<file path="config.mk">
export PLATFORM = sky130hd
export DESIGN_NAME = edp_ctrl
export DESIGN_NICKNAME = d
export VERILOG_FILES = /design/src/hw/rtl/edp_pkg.sv /design/src/hw/rtl/edp_ctrl.sv
export SDC_FILE = /design/constraint.sdc
export NUM_CORES = 1
export LEC_CHECK = 0
export ABC_AREA = 1
export BUFFER_PORTS_ARGS = -buffer_cell sky130_fd_sc_hd__buf_2
export CAP_MARGIN = 20
export CORE_AREA = 2 2 39 41
export DETAILED_ROUTE_END_ITERATION = 16
export DIE_AREA = 0 0 41 43
export GPL_ROUTABILITY_DRIVEN = 0
export HOLD_SLACK_MARGIN = 0.03
export SETUP_SLACK_MARGIN = 0.4
export SYNTH_ARGS = -nofsm -noshare
export SYNTH_HDL_FRONTEND = slang
export SYNTH_SLANG_ARGS = --single-unit
</file>
<file path="constraint.sdc">
create_clock -name aclk -period 2.2 [get_ports aclk]
set_input_delay 0.22 -clock aclk [delete_from_list [all_inputs] [get_ports aclk]]
set_output_delay 0.22 -clock aclk [all_outputs]
set_load 0.005 [all_outputs]
</file>
<file path="src/hw/rtl/edp_pkg.sv">
// Shared types and constants for the encoder drive PID block.
// Payload structs, controller/datapath command and status, register indexes.
// No dependencies.
`default_nettype none

package edp_pkg;

    localparam int CFG_INDEX_W = 8;
    localparam int CFG_DATA_W  = 32;

    localparam logic [CFG_INDEX_W-1:0] REG_TARGET_INCHES = 8'd0;
    localparam logic [CFG_INDEX_W-1:0] REG_PROP_GAIN     = 8'd1;
    localparam logic [CFG_INDEX_W-1:0] REG_INTEG_GAIN    = 8'd2;
    localparam logic [CFG_INDEX_W-1:0] REG_DERIV_GAIN    = 8'd3;

    localparam logic [30:0] INTEG_GAIN_RST = 31'd168;
    localparam logic [30:0] DERIV_GAIN_RST = 31'd50331648;

    // 900 / (4.125 * pi) in Q16.16
    localparam logic signed [31:0] TICKS_PER_INCH_Q16 = 32'sd4551438;
    localparam logic signed [31:0] SETTLE_BAND        = 32'sd10;
    localparam logic [31:0]        SETTLE_MS          = 32'd250;
    localparam logic signed [7:0]  DRIVE_MAX          = 8'sd127;

    typedef struct packed {
        logic               mode;
        logic signed [31:0] position;
        logic [31:0]        now_ms;
    } in_item_t;

    typedef struct packed {
        logic signed [7:0] drive;
        logic              settled;
    } out_item_t;

    typedef enum logic [1:0] {
        MUL_TGT,
        MUL_P,
        MUL_I,
        MUL_D
    } mul_sel_t;

    typedef enum logic [1:0] {
        OUT_ZERO,
        OUT_SETTLED,
        OUT_DRIVE
    } out_kind_t;

    typedef struct packed {
        logic      load;
        logic      mul_en;
        mul_sel_t  mul_sel;
        logic      acc_clr;
        logic      acc_add;
        logic      tick;
        logic      tare;
        logic      update;
        logic      out_load;
        out_kind_t out_kind;
    } cmd_t;

    typedef struct packed {
        logic mode;
        logic done;
        logic settle_hit;
    } status_t;

endpackage

`default_nettype wire

</file>
<file path="src/hw/rtl/edp_ctrl.sv">
// Controller of the encoder drive PID: sequences the shared multiplier,
// state update and output register; owns both handshakes. Uses edp_pkg.
`default_nettype none

module edp_ctrl (
    input  wire logic             aclk,
    input  wire logic             aresetn,
    input  wire logic             s_valid,
    output logic                  s_ready,
    output logic                  m_valid,
    input  wire logic             m_ready,
    input  wire edp_pkg::status_t status,
    output edp_pkg::cmd_t         cmd
);
    import edp_pkg::*;

    typedef enum logic [3:0] {
        ST_IDLE,
        ST_TGT,
        ST_TICK,
        ST_START,
        ST_ERR,
        ST_MP,
        ST_MI,
        ST_MD,
        ST_ACC,
        ST_OUT
    } state_t;

    state_t    state_reg, state_next;
    out_kind_t kind_reg, kind_next;
    logic      m_valid_reg, m_valid_next;
    logic      out_free;

    assign out_free = !m_valid_reg || m_ready;

    always_comb begin
        state_next   = state_reg;
        kind_next    = kind_reg;
        m_valid_next = m_valid_reg && !m_ready;
        cmd          = '0;
        cmd.mul_sel  = MUL_TGT;
        cmd.out_kind = kind_reg;
        case (state_reg)
            ST_IDLE: begin
                if (s_valid) begin
                    cmd.load   = 1'b1;
                    state_next = ST_TGT;
                end
            end
            ST_TGT: begin
                cmd.mul_en  = 1'b1;
                cmd.mul_sel = MUL_TGT;
                if (status.mode && status.done) begin
                    kind_next  = OUT_SETTLED;
                    state_next = ST_OUT;
                end else begin
                    state_next = ST_TICK;
                end
            end
            ST_TICK: begin
                cmd.tick   = 1'b1;
                state_next = status.mode ? ST_ERR : ST_START;
            end
            ST_START: begin
                cmd.tare   = 1'b1;
                kind_next  = OUT_ZERO;
                state_next = ST_OUT;
            end
            ST_ERR: begin
                cmd.update = 1'b1;
                if (status.settle_hit) begin
                    kind_next  = OUT_SETTLED;
                    state_next = ST_OUT;
                end else begin
                    kind_next  = OUT_DRIVE;
                    state_next = ST_MP;
                end
            end
            ST_MP: begin
                cmd.mul_en  = 1'b1;
                cmd.mul_sel = MUL_P;
                state_next  = ST_MI;
            end
            ST_MI: begin
                cmd.mul_en  = 1'b1;
                cmd.mul_sel = MUL_I;
                cmd.acc_clr = 1'b1;
                state_next  = ST_MD;
            end
            ST_MD: begin
                cmd.mul_en  = 1'b1;
                cmd.mul_sel = MUL_D;
                cmd.acc_add = 1'b1;
                state_next  = ST_ACC;
            end
            ST_ACC: begin
                cmd.acc_add = 1'b1;
                state_next  = ST_OUT;
            end
            ST_OUT: begin
                if (out_free) begin
                    cmd.out_load = 1'b1;
                    m_valid_next = 1'b1;
                    state_next   = ST_IDLE;
                end
            end
            default: begin
                state_next = ST_IDLE;
            end
        endcase
    end

    always_ff @(posedge aclk) begin
        if (!aresetn) begin
            state_reg   <= ST_IDLE;
            kind_reg    <= OUT_ZERO;
            m_valid_reg <= 1'b0;
        end else begin
            state_reg   <= state_next;
            kind_reg    <= kind_next;
            m_valid_reg <= m_valid_next;
        end
    end

    assign s_ready = (state_reg == ST_IDLE);
    assign m_valid = m_valid_reg;

`ifndef SYNTHESIS
    a_no_overwrite: assert property (@(posedge aclk) disable iff (!aresetn)
        cmd.out_load |-> out_free)
        else $error("result register overwritten before taken");

    a_one_in_flight: assert property (@(posedge aclk) disable iff (!aresetn)
        (s_valid && s_ready) |=> !s_ready)
        else $error("second item accepted while busy");

    a_load_sets_valid: assert property (@(posedge aclk) disable iff (!aresetn)
        cmd.out_load |=> m_valid)
        else $error("loaded result not presented");
`endif

endmodule

`default_nettype wire

</file>
Word level (Yosys, flattened, before mapping)
Cells that the tools add are included.
{"block": "op_classes", "n_shift": 0, "magnitude_cmp": 0, "mul": 0, "eq_ne": 12, "div_mod_pow": 0, "reduce_logical": 11, "bitwise_logic": 0, "n_addsub": 0, "n_mux": 21}
{"operator": "4-bit case mux with 9 select lines", "n": 1}
{"operator": "4-bit by 3-bit equality test with 1-bit output (second input constant)", "n": 4}
{"operator": "4-bit two-way mux", "n": 4}
{"operator": "3-bit case mux with 4 select lines", "n": 1}
{"operator": "1-bit two-way mux", "n": 11}
{"operator": "4-bit by 2-bit equality test with 1-bit output (second input constant)", "n": 2}
{"operator": "4-bit equality test (second input constant)", "n": 2}
{"operator": "2-bit inequality test (second input constant)", "n": 3}
{"operator": "2-bit case mux with 3 select lines", "n": 1}
{"operator": "4-bit by 1-bit equality test with 1-bit output (second input constant)", "n": 1}
{"operator": "4-bit zero test", "n": 1}
{"operator": "2-bit two-way mux", "n": 2}
{"operator": "2-bit AND reduction", "n": 2}
{"operator": "2-bit OR reduction", "n": 2}
{"operator": "3-bit two-way mux", "n": 1}
{"operator": "3-bit nonzero test", "n": 1}
{"operator": "1-bit logical AND", "n": 2}
{"operator": "1-bit zero test", "n": 2}
{"operator": "1-bit logical OR", "n": 1}
{"block": "word_totals", "memories": 0, "latch_bits": 0, "word_cells": 47, "rom_bits": 0, "in_bits": 7, "regBits": 7, "mem_bits_rw": 0}

Logic depth before layout (Yosys ltp)
Gate-level depths: netlist of run 1.
{"block": "depth", "ltp_word": 4, "mapped_depth": 8}

Worst setup path before layout of run 1
Ideal clock, no wire load.
{"block": "synth_timing", "path_type": "flip-flop to flip-flop", "from": "register state_reg[0]", "to": "register state_reg[0]", "setup_slack_ns": 1.124, "path_stages_with_launch": 8, "period_less_slack_ns": 1.076, "path_buffers": 0, "t_arrival_ns": 0.959, "required_ns": 2.083, "setup_time_ns": 0.117, "cell_sequence": "dfxtp_1 inv_2 nor2_4 nand3_1 o21ai_1 inv_1 nand2_1 a21oi_2"}
{"block": "synth_via", "elab_chain_len": 3, "elab_cells_between_ends": 15, "classes_between": "eq/ne: 11; mux: 1; reduce/logical: 3"}
{"item": "start: declaration", "line": "edp_ctrl.sv:30", "text": "state_t state_reg, state_next;"}
{"item": "start signal: assignment", "line": "edp_ctrl.sv:120", "text": "state_reg <= state_next;"}
{"item": "4-bit equality test, or another cell as far along", "line": "edp_ctrl.sv:44", "text": "case (state_reg)"}
{"item": "2-bit OR reduction (no line) / 2-bit inequality test (equally long branches)"}
{"item": "4-bit case mux with 9 select lines / 2-bit AND reduction (equally long branches)"}
Several ways; a longest one is shown, not always the timed one.
A chain may end at the register's enable or synchronous reset.

==> flow_metrics.py, run 1 <==
metrics = {
    "status": {
        "status": "finished, final reports clean",
    },
    "yosys": {
        "netlist.area_leader.share": 0.299,
        "synth-seq-cells": 7,
        "synth.distinct_cells": 17,
        "yosysTopAreaCell": "dfxtp_1",
        "syn_inst": 80,
        "syn_nets": 87,
        "yosysWarningCount": 0,
        "syn_area_um2": 469,
        "ys_seq_area_frac": 0.299,
        "synth_area_leaders": "dfxtp_1 30%, nand2_1 17%, inv_1 12%",
        "synth.avg_cell_area_um2": 5.87,
    },
    "grt": {
        "grt_usage": 0.154,
        "grt_pass1_wl_mm": 1.82,
        "grt_pass1_vias": 465,
        "grt.overflow.total": 0,
        "antenna_found_initial": 0,
        "grt_max_degree": 7,
    },
    "clock_tree": {
        "cts_inserted_buffers": 3,
        "post_cts_resized": 0,
        "clk_pin_slew_worst_paths_ns": 0.06,
        "numClockSinks": 7,
        "cts-root-buf": "clkbuf_4",
        "cts_tree": "built",
        "htree_levels": 1,
        "postCtsSetupBuffers": 0,
        "hold_buffers": 0,
        "cts.path.max_buffers": 2,
        "clk_latency_ns": 0.25,
    },
    "setup_path": {
        "reg2reg_slack_ns": 0.95,
        "path_class": "register to output pin",
        "crit_path_end_kind": "output pin",
        "required_ns": 1.98,
        "start_kind": "register",
        "reg2reg_from": "state_reg[0]",
        "reg2reg_to": "state_reg[0]",
        "rr_worst_depth": 7,
        "cp_max_fo": 6,
        "arrival_ns": 1.24,
    },
    "timing": {
        "fin_ws_ns": 0.741,
        "finClkSkew_ns": 0.00269,
        "rsz0062_at_grt": "false",
        "drv_slew": 0,
        "fin_crit_sh": 0.663,
        "max_freq_mhz": 685,
        "relSlewSlack": 0.834,
        "setup_viol": 0,
        "tightest_slew_ns": 0.249,
        "holdWs_ns": 0.187,
        "tns_ns": 0,
        "hold_viol": 0,
        "finalCriticalPeriod_ns": 1.46,
    },
    "detailed_routing": {
        "drt_wl_total_mm": 1.11,
        "routed-via-count": 530,
        "firstDrtPassIters": 4,
        "drt-initial-drc-count": 5,
        "vias_per_cell": 4.42,
        "drt_drc_violations_left": 0,
        "wl_per_cell_um": 9.26,
        "ant_nets": 0,
    },
    "hold_path": {
        "min_path_type": "input port to register",
        "hp-start": "aresetn",
        "min_to": "state_reg[1]",
        "holdPathStages": 3,
    },
    "power_and_ir_drop": {
        "ir_drop_v": 0.000331,
        "p_leak_nw": 0.360,
        "clkPwrFrac": 0.236,
        "combPwrFrac": 0.429,
        "switching_share": 0.418,
        "p_seq_frac": 0.336,
        "internal_power_mw": 0.293,
        "switchingPower_mw": 0.210,
        "p_per_area_nw_per_um2": 815,
    },
    "placed_design": {
        "place_hpwl_um": 919,
        "dp_slack_ns": 0.968,
        "io_buffers": 20,
    },
    "floorplanning": {
        "rows": 14,
        "pin_count": 21,
        "die-area_um2": 1760,
        "core_um2": 1380,
        "die_y_um": 43,
        "start_util": 0.339,
        "die_w_um": 41,
    },
    "cells_and_area": {
        "largest_register_ffs": 4,
        "drive_gt1_frac": 0.337,
        "n_antenna_cell": 0,
        "syn_to_final_growth_pct": 31.5,
        "fillers": 163,
        "nNetsFinal": 112,
    },
    "job": {
        "maxCapViolations": 0,
    },
}
[worst max-delay path: stages, from the launching register on]
cell and delay [ns]:
dfxtp_1 0.45, inv_2 0.10, nor2_4 0.15, nand2_1 0.09
nor2_1 0.08, buf_2 0.11
[how the worst max path moves through the flow]
stage / start / endpoint / slack [ns] / depth (start not counted)
after floorplan: state_reg[0] / state_reg[0] / 1.12 / 7
after global placement: state_reg[0] / state_reg[0] / 0.95 / 7
after detailed placement: state_reg[0] / state_reg[0] / 0.97 / 7
after CTS: state_reg[0] / cmd[2] / 0.74 / 5
after global routing: state_reg[0] / cmd[2] / 0.63 / 5
final: state_reg[0] / cmd[2] / 0.74 / 5
[area by class of cell]
| class | count | area (µm²) | share of cell area |
|---|---|---|---|
| Clock buffer | 3 | 22.5 | 0.0365 |
| Clock inverter | 1 | 5.00 | 0.00811 |
| Inverter | 19 | 71.3 | 0.116 |
| Multi-Input combinational cell | 54 | 258 | 0.418 |
| Sequential cell | 7 | 140 | 0.227 |
| Tap cell | 16 | 20.0 | 0.0325 |
| Timing Repair Buffer | 20 | 100 | 0.162 |
[routing by layer]
layer  global-route usage  up-vias  routed length [µm]
met5                    0        -                   0
met3               0.0314        2                  40
met1                0.180      229                 504
met2                0.241       10                 559
met4                0.100        0                   8
li1                     -      289                   -
[power groups by stage]
stage / Clock [mW] / Combinational, mW / Sequential (mW)
final: 0.118 / 0.216 / 0.169
after detailed placement: 0 / 0.217 / 0.171
after global routing: 0.130 / 0.249 / 0.170
after CTS: 0.122 / 0.218 / 0.168
after global placement: 0 / 0.217 / 0.170
after floorplan: 0 / 0.151 / 0.168
[cell usage after synthesis]
cell type,number
inv_2,4
dfxtp_1,7
nand2_2,1
o21ai_1,2
nor2_4,2
nor3_1,1
inv_1,15
a21oi_2,1
nor2_1,12
a31oi_1,1
o21ai_0,1
nand3_1,5
a21oi_1,3
nand3_2,1
nor2_2,2
nand2_1,21
o211ai_1,1
[cell usage in the layout (no fill, tap or decap)]
cell type  instances
nand3_2            1
clkbuf_4           3
nor2_2             2
inv_2              4
o21ai_1            2
nor2_4             2
a21oi_2            1
nor3_1             1
clkinv_2           1
nand3_1            5
nor2_1            12
nand2_2            1
buf_2             20
a21oi_1            3
a31oi_1            1
o21ai_0            1
dfxtp_1            7
nand2_1           21
inv_1             15
o211ai_1           1
[metrics by stage]
step,instance area [µm²],total power [mW],cells,utilization
after floorplan,469,0.318,80,-
after global placement,589,0.388,116,0.426
after detailed placement,589,0.388,116,0.426
after CTS,617,0.509,120,0.446
after global routing,617,0.548,120,0.446
final,617,0.503,120,0.446
[logic make-up after synthesis]
| kind of cell | share of synthesized area |
|---|---|
| compound gates | 0.112 |
| buf+inv | 0.152 |
| flops | 0.299 |
| simple gates | 0.437 |
(Power assumes the default switching activity.)
==> inputs of run 2 (changes only) <==
--- a/config.mk
+++ b/config.mk
@@ -13,6 +13,7 @@
 export DIE_AREA = 0 0 41 43
 export GPL_ROUTABILITY_DRIVEN = 0
 export HOLD_SLACK_MARGIN = 0.03
+export PLACE_DENSITY = 0.65
 export SETUP_SLACK_MARGIN = 0.4
 export SYNTH_ARGS = -nofsm -noshare
 export SYNTH_HDL_FRONTEND = slang
==> constraint.sdc (replaced) <==
create_clock -name aclk -period 1.3 [get_ports aclk]
set_input_delay 0.13 -clock aclk [delete_from_list [all_inputs] [get_ports aclk]]
set_output_delay 0.13 -clock aclk [all_outputs]
set_load 0.005 [all_outputs]
==> flow_metrics.py, run 2 (synthesis results as in run 1) <==
metrics = {
    "status": {
        "status": "finished, final reports clean",
    },
    "clock_tree": {
        "cts-root-buf": "clkbuf_4",
        "hold_buffers": 0,
        "cts.path.max_buffers": 2,
        "clk_latency_ns": 0.26,
        "cts_inserted_buffers": 3,
        "htree_levels": 1,
        "cts_tree": "built",
        "clk_pin_slew_worst_paths_ns": 0.06,
        "numClockSinks": 7,
    },
    "power_and_ir_drop": {
        "p_per_area_nw_per_um2": 1350,
        "switching_share": 0.418,
        "p_leak_nw": 0.427,
        "internal_power_mw": 0.604,
        "switchingPower_mw": 0.434,
        "p_seq_frac": 0.304,
        "combPwrFrac": 0.496,
        "clkPwrFrac": 0.201,
        "ir_drop_v": 0.000647,
    },
    "cells_and_area": {
        "nNetsFinal": 120,
        "largest_register_ffs": 4,
        "layout_commonest_cell": "buf_2",
        "syn_to_final_growth_pct": 64.3,
        "stdcell_count": 128,
        "drive_gt1_frac": 0.536,
        "design_area_um2": 771,
        "n_antenna_cell": 0,
        "final_cell_mix": "20 x buf_2, 15 x nand2_1, 14 x inv_1",
        "fillers": 140,
    },
    "setup_path": {
        "arrival_ns": 1.43,
        "path_common_cell": "nand2_1",
        "reg2reg_to": "state_reg[0]",
        "crit_buf_inv": 3,
        "slowest_stage": "dfxtp_4",
        "crit_path_end_kind": "register",
        "path_cells": "inv_4 -> nor2_4 -> buf_4 -> nand3_2 -> nand2_2 -> inv_2 -> nand2_1 -> nand2_1 -> a21oi_2",
        "required_ns": 1.49,
        "reg2reg_slack_ns": 0.06,
        "slowest_delay_ns": 0.40,
        "reg2reg_from": "state_reg[0]",
        "path_class": "register to register",
        "cp_max_fo": 6,
        "start_kind": "register",
        "rr_worst_depth": 9,
        "crit_family": "simple AND/OR/NAND/NOR gates",
    },
    "floorplanning": {
        "die_w_um": 41,
        "die-area_um2": 1760,
        "die_y_um": 43,
        "rows": 14,
        "core_um2": 1380,
        "pin_count": 21,
        "start_util": 0.339,
    },
    "timing": {
        "relSlewSlack": 0.867,
        "fin_crit_sh": 0.956,
        "setup_viol": 0,
        "hold_viol": 0,
        "max_freq_mhz": 805,
        "finalCriticalPeriod_ns": 1.24,
        "tns_ns": 0,
        "rsz0062_at_grt": "true",
        "tightest_slew_ns": 0.199,
        "finClkSkew_ns": 0.00699,
        "drv_slew": 0,
    },
    "detailed_routing": {
        "routed-via-count": 602,
        "drt-initial-drc-count": 16,
        "drt_drc_violations_left": 0,
        "firstDrtPassIters": 4,
        "vias_per_cell": 4.70,
        "ant_nets": 0,
        "drt_wl_total_mm": 1.43,
        "wl_per_cell_um": 11.2,
    },
    "grt": {
        "antenna_found_initial": 0,
        "grt_usage": 0.193,
        "grt_max_degree": 7,
        "grt.overflow.total": 0,
        "grt_pass1_wl_mm": 2.24,
        "grt_pass1_vias": 539,
    },
    "hold_path": {
        "holdPathStages": 3,
        "hp-start": "aresetn",
        "min_path_type": "input port to register",
        "min_to": "state_reg[1]",
    },
    "job": {
        "maxCapViolations": 0,
    },
    "placed_design": {
        "dp.cells": 116,
        "dpl-instance-area_um2": 623,
        "io_buffers": 20,
        "place_hpwl_um": 961,
    },
}
## run 2: cell count changes in the layout (fill, tap and decap cells not counted), sizes merged
cell | previous run | this run
buf | 20 | 28
clkbuf | 3 | 4
clkinv | 1 | 0
## run 2: worst max-delay path by stage
stage,cells after the start,from,end
global placement,8,state_reg[0],state_reg[0]
CTS,4,state_reg[1],cmd[11]
detailed placement,8,state_reg[0],state_reg[0]
finish,9,state_reg[0],state_reg[0]
global route,9,state_reg[0],state_reg[0]
floorplan,8,state_reg[0],state_reg[0]
## run 2: worst reg2reg max path, delay by kind of cell (launching register included)
| family | cells | cell delay [ns] |
|---|---|---|
| buf+inv | 3 | 0.23 |
| simple gates | 5 | 0.41 |
| compound gates | 1 | 0.13 |
| flops | 1 | 0.40 |
## run 2: final cells by class
cell class	instances	area, µm²	share of cell area
tap	16	20.0	0.0260
multi-input combinational	54	329	0.427
timing repair buffer	28	164	0.213
sequential	7	155	0.201
clock buffer	4	26.3	0.0341
inverter	19	76.3	0.0990
## run 2: timing repair
item,4_1_cts,5_1_grt
pin swaps,10,7
gates resized for setup,15,5
endpoints found under the setup margin,18,18
gates cloned,0,0
setup buffers,7,1
## run 2: power groups by stage
stage                     combinational, mW  sequential, mW  clock (mW)
after floorplan                       0.273           0.302           0
after global placement                0.380           0.305           0
after detailed placement              0.383           0.307           0
after CTS                             0.494           0.312       0.209
after global routing                  0.566           0.319       0.224
final                                 0.514           0.315       0.208
## run 2: metrics by stage
| step | util | total power [mW] | hold slack, ns | setup WS, ns |
|---|---|---|---|---|
| global placement | 0.450 | 0.685 | 0.358 | 0.174 |
| global route | 0.557 | 1.11 | 0.101 | 0.00452 |
| CTS | 0.539 | 1.01 | 0.0844 | 0.0798 |
| finish | 0.557 | 1.04 | 0.0863 | 0.0573 |
| detailed placement | 0.450 | 0.691 | 0.356 | 0.178 |
| floorplan | - | 0.575 | 0.227 | 0.307 |
## run 2: metal layers
| layer | GRT usage | wire [µm] | up-vias |
|---|---|---|---|
| met5 | 0 | 0 | - |
| met4 | 0.193 | 88 | 0 |
| met3 | 0.0262 | 50 | 11 |
| met2 | 0.303 | 737 | 20 |
| met1 | 0.196 | 553 | 265 |
| li1 | - | - | 306 |
